File: src/design/cs_pkg.sv
package cs_pkg;

    localparam logic [7:0] LEVEL_MAX = 8'd255;
    localparam int unsigned QUO_BITS = 8;

    typedef enum logic [1:0] {
        REG_IN_LOW   = 2'd0,
        REG_IN_HIGH  = 2'd1,
        REG_OUT_LOW  = 2'd2,
        REG_OUT_HIGH = 2'd3
    } cs_reg_idx_t;

    typedef struct packed {
        logic [7:0] in_low;
        logic [7:0] in_high;
        logic [7:0] out_low;
        logic [7:0] out_high;
    } cs_cfg_t;

    // segment start level, rise, offset into segment, run
    typedef struct packed {
        logic [7:0] y0;
        logic [7:0] rise;
        logic [7:0] off;
        logic [7:0] run;
    } cs_seg_t;

    typedef struct packed {
        logic [7:0]  y0;
        logic [15:0] num;
        logic [7:0]  run;
    } cs_prod_t;

    // restoring divider state: (2*num + run) / (2*run)
    typedef struct packed {
        logic [7:0]  y0;
        logic [16:0] rem;
        logic [8:0]  dvsr;
        logic [7:0]  quo;
    } cs_div_t;

endpackage

File: src/design/cs_seg_sel.sv
module cs_seg_sel (
    input  logic            clk,
    input  logic            rst_n,
    input  logic            in_valid,
    input  logic [7:0]      pixel,
    input  cs_pkg::cs_cfg_t cfg,
    output logic            out_valid,
    output cs_pkg::cs_seg_t seg
);
    import cs_pkg::*;

    logic    curve_ok;
    cs_seg_t seg_next;
    cs_seg_t seg_reg;
    logic    valid_reg;

    assign curve_ok = (cfg.in_low < cfg.in_high) && (cfg.out_low < cfg.out_high);

    always_comb
    begin
        if (!curve_ok)
        begin
            // pass-through: zero rise gives quotient zero
            seg_next.y0   = pixel;
            seg_next.rise = 8'd0;
            seg_next.off  = 8'd0;
            seg_next.run  = 8'd1;
        end
        else if (pixel < cfg.in_low)
        begin
            seg_next.y0   = 8'd0;
            seg_next.rise = cfg.out_low;
            seg_next.off  = pixel;
            seg_next.run  = cfg.in_low;
        end
        else if (pixel <= cfg.in_high)
        begin
            seg_next.y0   = cfg.out_low;
            seg_next.rise = cfg.out_high - cfg.out_low;
            seg_next.off  = pixel - cfg.in_low;
            seg_next.run  = cfg.in_high - cfg.in_low;
        end
        else
        begin
            seg_next.y0   = cfg.out_high;
            seg_next.rise = LEVEL_MAX - cfg.out_high;
            seg_next.off  = pixel - cfg.in_high;
            seg_next.run  = LEVEL_MAX - cfg.in_high;
        end
    end

    always_ff @(posedge clk or negedge rst_n)
    begin
        if (!rst_n)
        begin
            valid_reg <= 1'b0;
        end
        else
        begin
            valid_reg <= in_valid;
        end
    end

    always_ff @(posedge clk)
    begin
        seg_reg <= seg_next;
    end

    assign out_valid = valid_reg;
    assign seg       = seg_reg;

endmodule

File: src/design/cs_mul.sv
module cs_mul (
    input  logic            clk,
    input  logic            rst_n,
    input  logic            in_valid,
    input  cs_pkg::cs_seg_t seg,
    output logic            out_valid,
    output cs_pkg::cs_div_t div
);
    import cs_pkg::*;

    cs_prod_t prod_next;
    cs_prod_t prod_reg;
    logic     prod_valid_reg;
    cs_div_t  div_next;
    cs_div_t  div_reg;
    logic     div_valid_reg;

    always_comb
    begin
        prod_next.y0  = seg.y0;
        prod_next.num = seg.rise * seg.off;
        prod_next.run = seg.run;
    end

    always_comb
    begin
        div_next.y0   = prod_reg.y0;
        div_next.rem  = {prod_reg.num, 1'b0} + {9'd0, prod_reg.run};
        div_next.dvsr = {prod_reg.run, 1'b0};
        div_next.quo  = 8'd0;
    end

    always_ff @(posedge clk or negedge rst_n)
    begin
        if (!rst_n)
        begin
            prod_valid_reg <= 1'b0;
            div_valid_reg  <= 1'b0;
        end
        else
        begin
            prod_valid_reg <= in_valid;
            div_valid_reg  <= prod_valid_reg;
        end
    end

    always_ff @(posedge clk)
    begin
        prod_reg <= prod_next;
        div_reg  <= div_next;
    end

    assign out_valid = div_valid_reg;
    assign div       = div_reg;

endmodule

File: src/design/cs_div_step.sv
module cs_div_step #(
    parameter int unsigned BIT = 0
) (
    input  logic            clk,
    input  logic            rst_n,
    input  logic            in_valid,
    input  cs_pkg::cs_div_t div_in,
    output logic            out_valid,
    output cs_pkg::cs_div_t div_out
);
    import cs_pkg::*;

    logic [16:0] shifted;
    logic [17:0] trial;
    cs_div_t     div_next;
    cs_div_t     div_reg;
    logic        valid_reg;

    assign shifted = {8'd0, div_in.dvsr} << BIT;
    assign trial   = {1'b0, div_in.rem} - {1'b0, shifted};

    always_comb
    begin
        div_next = div_in;
        if (!trial[17])
        begin
            div_next.rem      = trial[16:0];
            div_next.quo[BIT] = 1'b1;
        end
    end

    always_ff @(posedge clk or negedge rst_n)
    begin
        if (!rst_n)
        begin
            valid_reg <= 1'b0;
        end
        else
        begin
            valid_reg <= in_valid;
        end
    end

    always_ff @(posedge clk)
    begin
        div_reg <= div_next;
    end

    assign out_valid = valid_reg;
    assign div_out   = div_reg;

endmodule

File: src/design/contrast_stretch_piecewise_top.sv
// Piecewise-linear contrast stretch, 8-bit gray pixels.
// Input: a transaction is taken on each rising edge with start high and
//   busy low. busy is held low, so one pixel can enter every cycle.
// Output: pixel_out is valid for exactly one cycle while done is high.
//   The receiver cannot stall; results appear in input order.
// Pipeline: segment select, multiply, dividend setup, eight restoring
//   divider steps of one quotient bit each, final add; the accepting edge
//   loads the first stage, and done is registered with the final add.
// Throughput: one pixel per cycle, set by the fully pipelined divider.
// Configuration: cfg_we writes cfg_data[7:0] to the register cfg_index
//   selects (0 in_low, 1 in_high, 2 out_low, 3 out_high). Write only while
//   no transaction is in flight.
// Reset: clears all valid bits and restores the identity curve
//   (in_low 0, in_high 255, out_low 0, out_high 255).
// An invalid curve (in_low >= in_high or out_low >= out_high) passes
//   pixels through unchanged.
module contrast_stretch_piecewise_top (
    input  logic       clk,
    input  logic       rst_n,
    input  logic       start,
    output logic       busy,
    input  logic [7:0] pixel_in,
    output logic       done,
    output logic [7:0] pixel_out,
    input  logic       cfg_we,
    input  logic [1:0] cfg_index,
    input  logic [7:0] cfg_data
);
    import cs_pkg::*;

    cs_cfg_t     cfg_reg;
    logic        accept;
    logic        seg_valid;
    cs_seg_t     seg;
    logic        mul_valid;
    cs_div_t     mul_div;
    logic        step_valid [QUO_BITS+1];
    cs_div_t     step_div   [QUO_BITS+1];
    logic        done_reg;
    logic [7:0]  pixel_out_reg;
    logic [7:0]  pixel_out_next;

    assign busy   = 1'b0;
    assign accept = start && !busy;

    always_ff @(posedge clk or negedge rst_n)
    begin
        if (!rst_n)
        begin
            cfg_reg.in_low   <= 8'd0;
            cfg_reg.in_high  <= LEVEL_MAX;
            cfg_reg.out_low  <= 8'd0;
            cfg_reg.out_high <= LEVEL_MAX;
        end
        else if (cfg_we)
        begin
            unique case (cs_reg_idx_t'(cfg_index))
                REG_IN_LOW:   cfg_reg.in_low   <= cfg_data;
                REG_IN_HIGH:  cfg_reg.in_high  <= cfg_data;
                REG_OUT_LOW:  cfg_reg.out_low  <= cfg_data;
                REG_OUT_HIGH: cfg_reg.out_high <= cfg_data;
                default:      cfg_reg          <= cfg_reg;
            endcase
        end
    end

    cs_seg_sel u_seg_sel (
        .clk       (clk),
        .rst_n     (rst_n),
        .in_valid  (accept),
        .pixel     (pixel_in),
        .cfg       (cfg_reg),
        .out_valid (seg_valid),
        .seg       (seg)
    );

    cs_mul u_mul (
        .clk       (clk),
        .rst_n     (rst_n),
        .in_valid  (seg_valid),
        .seg       (seg),
        .out_valid (mul_valid),
        .div       (mul_div)
    );

    assign step_valid[0] = mul_valid;
    assign step_div[0]   = mul_div;

    // quotient MSB first
    for (genvar g = 0; g < QUO_BITS; g++)
    begin : g_div
        cs_div_step #(
            .BIT (QUO_BITS - 1 - g)
        ) u_div_step (
            .clk       (clk),
            .rst_n     (rst_n),
            .in_valid  (step_valid[g]),
            .div_in    (step_div[g]),
            .out_valid (step_valid[g+1]),
            .div_out   (step_div[g+1])
        );
    end

    assign pixel_out_next = step_div[QUO_BITS].y0 + step_div[QUO_BITS].quo;

    always_ff @(posedge clk or negedge rst_n)
    begin
        if (!rst_n)
        begin
            done_reg <= 1'b0;
        end
        else
        begin
            done_reg <= step_valid[QUO_BITS];
        end
    end

    always_ff @(posedge clk)
    begin
        pixel_out_reg <= pixel_out_next;
    end

    assign done      = done_reg;
    assign pixel_out = pixel_out_reg;

endmodule
File: config.mk
export PLATFORM = sky130hd
export DESIGN_NAME = contrast_stretch_piecewise_top
export DESIGN_NICKNAME = d
export VERILOG_FILES = /design/src/design/cs_pkg.sv /design/src/design/cs_seg_sel.sv /design/src/design/cs_mul.sv /design/src/design/cs_div_step.sv /design/src/design/contrast_stretch_piecewise_top.sv
export SDC_FILE = /design/constraint.sdc
export NUM_CORES = 1
export LEC_CHECK = 0
export BUFFER_PORTS_ARGS = -buffer_cell sky130_fd_sc_hd__buf_2
export CAP_MARGIN = 20
export CELL_PAD_IN_SITES_DETAIL_PLACEMENT = 1
export CELL_PAD_IN_SITES_GLOBAL_PLACEMENT = 1
export CORE_ASPECT_RATIO = 0.5
export CORE_UTILIZATION = 35
export CTS_CLUSTER_DIAMETER = 40
export CTS_CLUSTER_SIZE = 10
export DETAILED_ROUTE_END_ITERATION = 12
export PLACE_DENSITY = 0.6
export SYNTH_ARGS = -nofsm -noshare
export SYNTH_HDL_FRONTEND = slang
export SYNTH_SLANG_ARGS = --single-unit
File: constraint.sdc
create_clock -name clk -period 7.4 [get_ports clk]
set_input_delay 1.48 -clock clk [delete_from_list [all_inputs] [get_ports clk]]
set_output_delay 1.48 -clock clk [all_outputs]
set_load 0.03 [all_outputs]
; ---- Yosys cells after proc, flatten, opt, wreduce, memory -nomap -nowiden
; Cells that the tools add are included.
[op_classes]
n_mux = 11
add_sub_neg = 16
multipliers = 1
order_cmp = 4
eq_ne = 3
reduce_logical = 6
[op_table]
columns = operator, n
row1 = $mux W17, 7
row2 = $mux W32, 3
row3 = $sub A8 B8 Y8, 4
row4 = $lt A8 B8 Y1, 3
row5 = $sub A17 B10 Y18, 1
row6 = $sub A17 B11 Y18, 1
row7 = $sub A17 B12 Y18, 1
row8 = $sub A17 B13 Y18, 1
row9 = $sub A17 B14 Y18, 1
row10 = $sub A17 B15 Y18, 1
row11 = $sub A17 B16 Y18, 1
row12 = $sub A17 B9 Y18, 1
row13 = $add A17 B8 Y17, 1
row14 = $mul A8 B8 Y16, 1
row15 = $sub A8 B8 Y8 const A, 2
row16 = $add A8 B8 Y8, 1
row17 = $le A8 B8 Y1, 1
row18 = $reduce_and A2 Y1, 4
row19 = $eq A2 B2 Y1 const B, 2
row20 = $eq A2 B1 Y1 const B, 1
row21 = $logic_not A2 Y1, 1
row22 = $logic_and A1 B1 Y1, 1
row23 = $mux W1, 1
[totals]
register_bits = 424
elab_cells = 105
in_bits = 22

; ---- Longest topological paths before layout
; Gate-level depths: netlist of run 1.
[depth]
word_depth = 4
mapped_depth = 15
ltp_nobuf = 15

; ---- Modules after synthesis
; Synthesis of run 1 repeated with hierarchy kept, for this count alone.
[unflattened]
cells_unflattened = 1961
area_unflattened_um2 = 21270.4
[modules_own_cells]
columns = module, cells_per_inst, seq_area_each_um2, n_inst, area_each_um2
row1 = cs_mul, 405, 1331.3, 1, 4087.7
row2 = cs_seg_sel, 351, 665.6, 1, 2974.1
row3 = contrast_stretch_piecewise_top, 120, 1006.0, 1, 1726.7
row4 = cs_div_step at g_div[7].u_div_step, 152, 865.8, 1, 1644.1
row5 = cs_div_step at g_div[6].u_div_step, 145, 865.8, 1, 1619.1
row6 = cs_div_step at g_div[5].u_div_step, 137, 865.8, 1, 1600.3
row7 = cs_div_step at g_div[2].u_div_step, 134, 865.8, 1, 1556.5
row8 = cs_div_step at g_div[3].u_div_step, 136, 865.8, 1, 1549.0
row9 = cs_div_step at g_div[4].u_div_step, 139, 865.8, 1, 1537.7
row10 = cs_div_step at g_div[0].u_div_step, 126, 865.8, 1, 1501.4
row11 = cs_div_step at g_div[1].u_div_step, 116, 865.8, 1, 1473.9

; ---- Worst setup path before layout of run 1
; No wires, ideal clock.
[synth_timing]
path_kind = flip-flop to flip-flop
from = register u_seg_sel.seg_reg, in the netlist u_seg_sel.seg[18]
to = register u_mul.prod_reg[23] (netlist bit)
setup_time_ns = 0.115
slack_ns = 3.117
n_path_buf = 0
path_stages_with_launch = 14
synth_period_minus_slack_ns = 4.283
arrival_ns = 4.168
path_cell_list = dfxtp_1 -> and2_1 -> fa_1 -> fa_1 -> fa_1 -> inv_1 -> fa_1 -> inv_1 -> ha_1 -> or2_2 -> a21oi_1 -> a31oi_1 -> or4b_1 -> and3_1
[synth_rtl]
columns = element, line
row1 = start: declaration, cs_seg_sel.sv:14  ; cs_seg_t seg_reg;
row2 = start signal: assignment, cs_seg_sel.sv:66  ; seg_reg <= seg_next;
row3 = end signal: assignment, cs_mul.sv:49  ; prod_reg <= prod_next;
row4 = end: declaration, cs_mul.sv:12  ; cs_prod_t prod_reg;

==> impl_metrics.ini, run 1 <==
[layout]
num_antenna_cells = 0
utilization_pct = 40.5
largest_reg_flops = 268
final_area_um2 = 20500
drive_gt1_share_pct = 12.2
final_nets = 1984
syn_to_final_growth_pct = 13.5

[synth]
async_reset_ff_share_pct = 10.6
syn_area_per_cell_um2 = 10.6
syn_inst = 1701
seq_area_frac_synth_pct = 47.4
synth_edf_count = 0
synthDistinctLibCells = 88
synthFlopType = dfxtp_1
synth_seq_cells = 416
yosysWarnings = 0
syn-cell-area_um2 = 18100
syn_nets = 1917

[pwr]
vdd_drop_max_mv = 0.202
seq_power_share_pct = 36.9
power_frac_comb_pct = 39.3
p_int_uw = 6110
p_sw_share_pct = 35.4
power_frac_clock_pct = 23.8
switchingPower_uw = 3350
leakage_uw = 0.00887
power_density_nw_per_um2 = 461

[cts]
clk_pin_slew_worst_paths_ns = 0.05
cts_setup_buffers = 0
cts_resized = 0
cts_root_buffer = clkbuf_16
cts_made_buffers = 52
cts.sinks = 416
clock_latency_ns = 0.58
holdBufCountCts = 0
cts_max_path_buffers = 3
tritoncts = yes
cts_max_level = 2

[global_routing]
grt_usage_pct = 14.7
antenna_found_initial = 0
grtUsageMet1_pct = 19.1
grt_start_max_net_pins = 55
grtUsageMet3_pct = 2.80
grt_pass1_wl_mm = 62.3
grt_busiest_layer = met2
grt_pass1_vias = 12311
grt_use_met2_pct = 25.1
grt.overflow.total = 0

[setup_path]
crit_slowest_cell = fa_1
critPathArrivalTime_ns = 5.11
start_kind = register
crit_fanout = 8
criticalPathCategory = reg2reg
path_cells = and2_1 > fa_1 > fa_1 > fa_1 > inv_1 > fa_1 > inv_1 > ha_1 > or2_2 > a21oi_1 > a31oi_1 > or4b_1 > and3_1
end_kind = register
crit_start = u_seg_sel.seg[13]
cp_common_cell = fa_1
timing.rr.start = u_seg_sel.seg[13]
slowest_delay_ns = 0.55
required_ns = 7.85
r2r_end = u_mul.prod_reg[23]
ff2ff_setup_slack_ns = 2.74
r2r_cells = 13

[detailed_routing]
drtIter0Drc = 357
postRouteAntennaNets = 0
drc = 0
drt-pass1-iter-count = 4
vias = 11603
drt-total-wl_mm = 37.4
wire_per_inst_um = 15.1
viasPerCell = 4.69

[sta]
setup_viol = 0
period_share_pct = 62.9
min_period_ns = 4.66
hold_violations = 0
fmax_ghz = 0.215
relSlewSlack_pct = 43.4
worst_clock_skew_ns = 0.0300
final.setup.worst_slack_ns = 2.74
rsz0062_at_grt = false
maxSlewViolCount = 0
worstMarginPinSlew_ns = 0.847
tns_ns = 0

[floorplanning]
fp.dieW_um = 324
io_pins = 32
start_util_pct = 35.7
design.die.area_um2 = 52700
placementRows = 58
coreArea_um2 = 50700
dieHeight_um = 163

[min_path]
whs_path_depth = 0
min_path_type = reg2reg
holdPathEnd = g_div[0].u_div_step.div_out[34]
worstHoldStart = u_mul.div[34]

[placement]
hpwl_mm = 28.2
routabilityCongestion = 0.815
portBuffers = 30
dpl-instance-area_um2 = 19000
pre_cts_ws_ns = 2.74

[status]
status = complete, no violations

[flow_run]
maxCapViolations = 0
==> stage by stage <==
step                      total power [uW]  hold WS (ns)  instances
after floorplan                       6360         0.310       1701
after global placement                7200         0.311       2403
after detailed placement              7280         0.313       2403
after CTS                             9620         0.318       2474
after global routing                 10200         0.325       2475
final                                 9460         0.311       2475
==> power by group through the flow <==
stage          logic [uW]  registers [uW]  clock network, uW
2_1_floorplan        2950            3410                  0
3_3_place_gp         3680            3530                  0
3_5_place_dp         3730            3550                  0
4_1_cts              3770            3510               2340
5_1_grt              4200            3590               2450
6_report             3720            3490               2250
==> how the worst max path moves through the flow <==
stage / endpoint / slack, ns / cells after the start
after floorplan: u_mul.prod_reg[23] / 3.12 / 13
after global placement: u_mul.prod_reg[23] / 2.81 / 13
after detailed placement: u_mul.prod_reg[23] / 2.74 / 13
after CTS: u_mul.prod_reg[23] / 2.69 / 13
after global routing: u_mul.prod_reg[23] / 2.47 / 13
final: u_mul.prod_reg[23] / 2.74 / 13
==> area by class of cell <==
cell class	instances	area [um^2]
Inverter	188	706
Multi-Input combinational cell	1075	8690
Tap cell	690	863
Sequential cell	416	8570
Clock inverter	11	135
Fill cell	5664	30100
Clock buffer	60	1370
Timing Repair Buffer	35	200
==> per-layer routing <==
layer | vias up | wire length [um] | share of wire [%]
met3 | 53 | 1150 | 3.1
met2 | 100 | 17500 | 47
met5 | - | 0 | 0
met4 | 0 | 721 | 1.9
li1 | 5939 | - | -
met1 | 5511 | 18100 | 48
==> cells in the final DEF, fill, tap and decap left out, types with 53 or more instances in the layout <==
cell	instances
nand2_1	82
clkbuf_16	53
dfxtp_1	372
ha_1	145
a21oi_1	58
o21ai_0	63
and2_1	55
mux2_2	67
inv_1	187
nor2_1	109
==> logic make-up (layout without fill, tap and decap cells) <==
kind of cell               count (synthesis)  in the layout  synth area share, %
AOI/OAI and AO/OA                        303            303                 11.7
xor gates and xnor gates                  67             67                 3.24
adders and majority gates                194            194                 15.4
buffers and inverters                    210            294                 4.59
DFF                                      416            416                 47.4
muxes                                     96             96                 5.77
other                                      1              1               0.0207
and+or+nand+nor                          414            414                 11.8
==> worst max-delay path, delay by kind of cell (launching register included) <==
kind            cells  cell delay, ns
fa+ha+maj           5            2.38
simple gates        4            1.25
flops               1            0.54
compound gates      2            0.27
buf+inv             2            0.09
==> Yosys cell counts, drive strengths merged (19+ instances only) <==
library cell / number / area, um^2
dfrtp: 28 / 701
ha: 145 / 1810
nor2: 109 / 409
xor2: 25 / 219
mux2: 67 / 754
and2: 55 / 344
o21ai: 66 / 334
nor3: 37 / 213
a211oi: 33 / 253
inv: 188 / 706
fa: 49 / 981
o21a: 32 / 240
dfxtp: 372 / 7450
xnor2: 42 / 368
a21oi: 58 / 290
mux2i: 29 / 290
nand3: 19 / 95.1
nor2b: 32 / 210
nand2: 83 / 314
Power figures use the tool's default switching activity.
==> run 2, diff against run 1 <==
PLACE_DENSITY = 0.62   (was 0.6)
clock period = 3.8 ns   (was 7.4 ns; I/O delays follow)
==> impl_metrics.ini, run 2 (synthesis gave the netlist of run 1 again) <==
[status]
status = complete, but fails checks
violations = setup timing

[floorplanning]
io_pins = 32
dieHeight_um = 163
start_util_pct = 35.7
fp.dieW_um = 324
coreArea_um2 = 50700
design.die.area_um2 = 52700
placementRows = 58

[pwr]
vdd_drop_max_mv = 0.390
power_density_nw_per_um2 = 891
p_total_uw = 18900
leakage_uw = 0.00923

[cts]
cts_max_level = 2
cts_made_buffers = 53
tritoncts = yes
cts.sinks = 416
cts_root_buffer = clkbuf_16
holdBufCountCts = 0
clock_latency_ns = 0.58
cts_max_path_buffers = 3
clk_pin_slew_worst_paths_ns = 0.06

[layout]
utilization_pct = 42.0
final_nets = 2038
drive_gt1_share_pct = 17.4
regArea_um2 = 8600
syn_to_final_growth_pct = 17.5
final_common_cell = dfxtp_1
largest_reg_flops = 268
fill_cells = 5576
multi_input_area_um2 = 8870
layout_common_cells = dfxtp_1, inv_1, ha_1
num_antenna_cells = 0

[placement]
portBuffers = 30
routabilityCongestion = 0.817
hpwl_mm = 28.3

[setup_path]
path_cells = and2_4 > fa_1 > fa_1 > fa_1 > inv_1 > fa_1 > inv_2 > ha_4 > or2_4 > a21oi_4 > a31oi_4 > or4b_1 > and3_1
start_kind = register
cp_common_cell = fa_1
crit_slowest_cell = fa_1
criticalPathCategory = reg2reg
slowest_delay_ns = 0.57
crit_fanout = 6
end_kind = register
critPathArrivalTime_ns = 4.47
required_ns = 4.24
cp_num_buf_inv = 2
cp_top_family = adder cells

[global_routing]
grt_usage_pct = 14.7
grt_pass1_wl_mm = 62.8
grt_pass1_vias = 12294
grt.overflow.total = 0
antenna_found_initial = 0
grt_start_max_net_pins = 45

[sta]
whs_ns = 0.285
setup_viol = 4
min_period_ns = 4.03
tns_ns = -0.389
final.setup.worst_slack_ns = -0.232
fmax_ghz = 0.248
relSlewSlack_pct = 34.0
period_share_pct = 106
worst_clock_skew_ns = 0.0416
worstMarginPinSlew_ns = 0.990
maxSlewViolCount = 0
hold_violations = 0
rsz0062_at_grt = true

[detailed_routing]
drtIter0Drc = 317
drc = 0
drt-pass1-iter-count = 4
viasPerCell = 4.68
postRouteAntennaNets = 0
drt-total-wl_mm = 37.7
wire_per_inst_um = 14.9
vias = 11851

[min_path]
min_path_type = in2reg

[flow_run]
maxCapViolations = 0
## run 2: changes by cell type in the layout (fill, tap and decap cells not counted), sizes merged
cell      delta
inv          +1
clkinvlp     +3
clkinv       -4
bufinv       +3
buf         +53
clkbuf       +2
## run 2: area by class of cell
| class | count | area share, % |
|---|---|---|
| multi-input combinational | 1075 | 41.7 |
| timing repair buffer | 88 | 2.94 |
| sequential | 416 | 40.5 |
| clock inverter | 14 | 1.01 |
| clock buffer | 62 | 6.49 |
| tap | 690 | 4.06 |
| inverter | 188 | 3.32 |
## run 2: final timing paths
| check | from | end | slack (ns) | depth (start not counted) |
|---|---|---|---|---|
| worst max register to register | u_seg_sel.seg[13] | u_mul.prod_reg[23] | -0.23 | 13 |
| worst min register to register | u_mul.div[23] | g_div[0].u_div_step.div_out[23] | 0.32 | 0 |
| worst max-delay path | u_seg_sel.seg[13] | u_mul.prod_reg[23] | -0.23 | 13 |
| max in group asynchronous | rst_n | cfg_reg[8] | 2.80 | 1 |
| min in group asynchronous | rst_n | cfg_reg[28] | 0.32 | 1 |
| worst min-delay path | start | u_seg_sel.out_valid | 0.28 | 1 |
## run 2: report_power, final
group          switching (uW)  internal, uW
logic                    4020          3530
clock network            1800          2820
registers                 782          6000
total                    6600         12400
## run 2: per-layer routing
layer	global-route usage (%)	wire length (um)	up-vias
met5	0	0	-
met4	3.11	507	0
met3	2.92	1270	44
met2	25.2	17900	90
met1	19.1	18000	5675
li1	-	-	6042
## run 2: stage by stage
stage	std cells	setup slack [ns]	instance area, um^2
CTS	2533	-0.252	21200
global route	2533	-0.329	21300
detailed placement	2452	-0.330	19500
floorplan	1701	-0.119	18200
finish	2533	-0.232	21300
global placement	2452	-0.267	19500
## run 2: repair_timing
action	4_1_cts	5_1_grt
resized for setup	31	9
setup endpoints to repair	7	6
buffers inserted	6	3
pin swaps	31	17
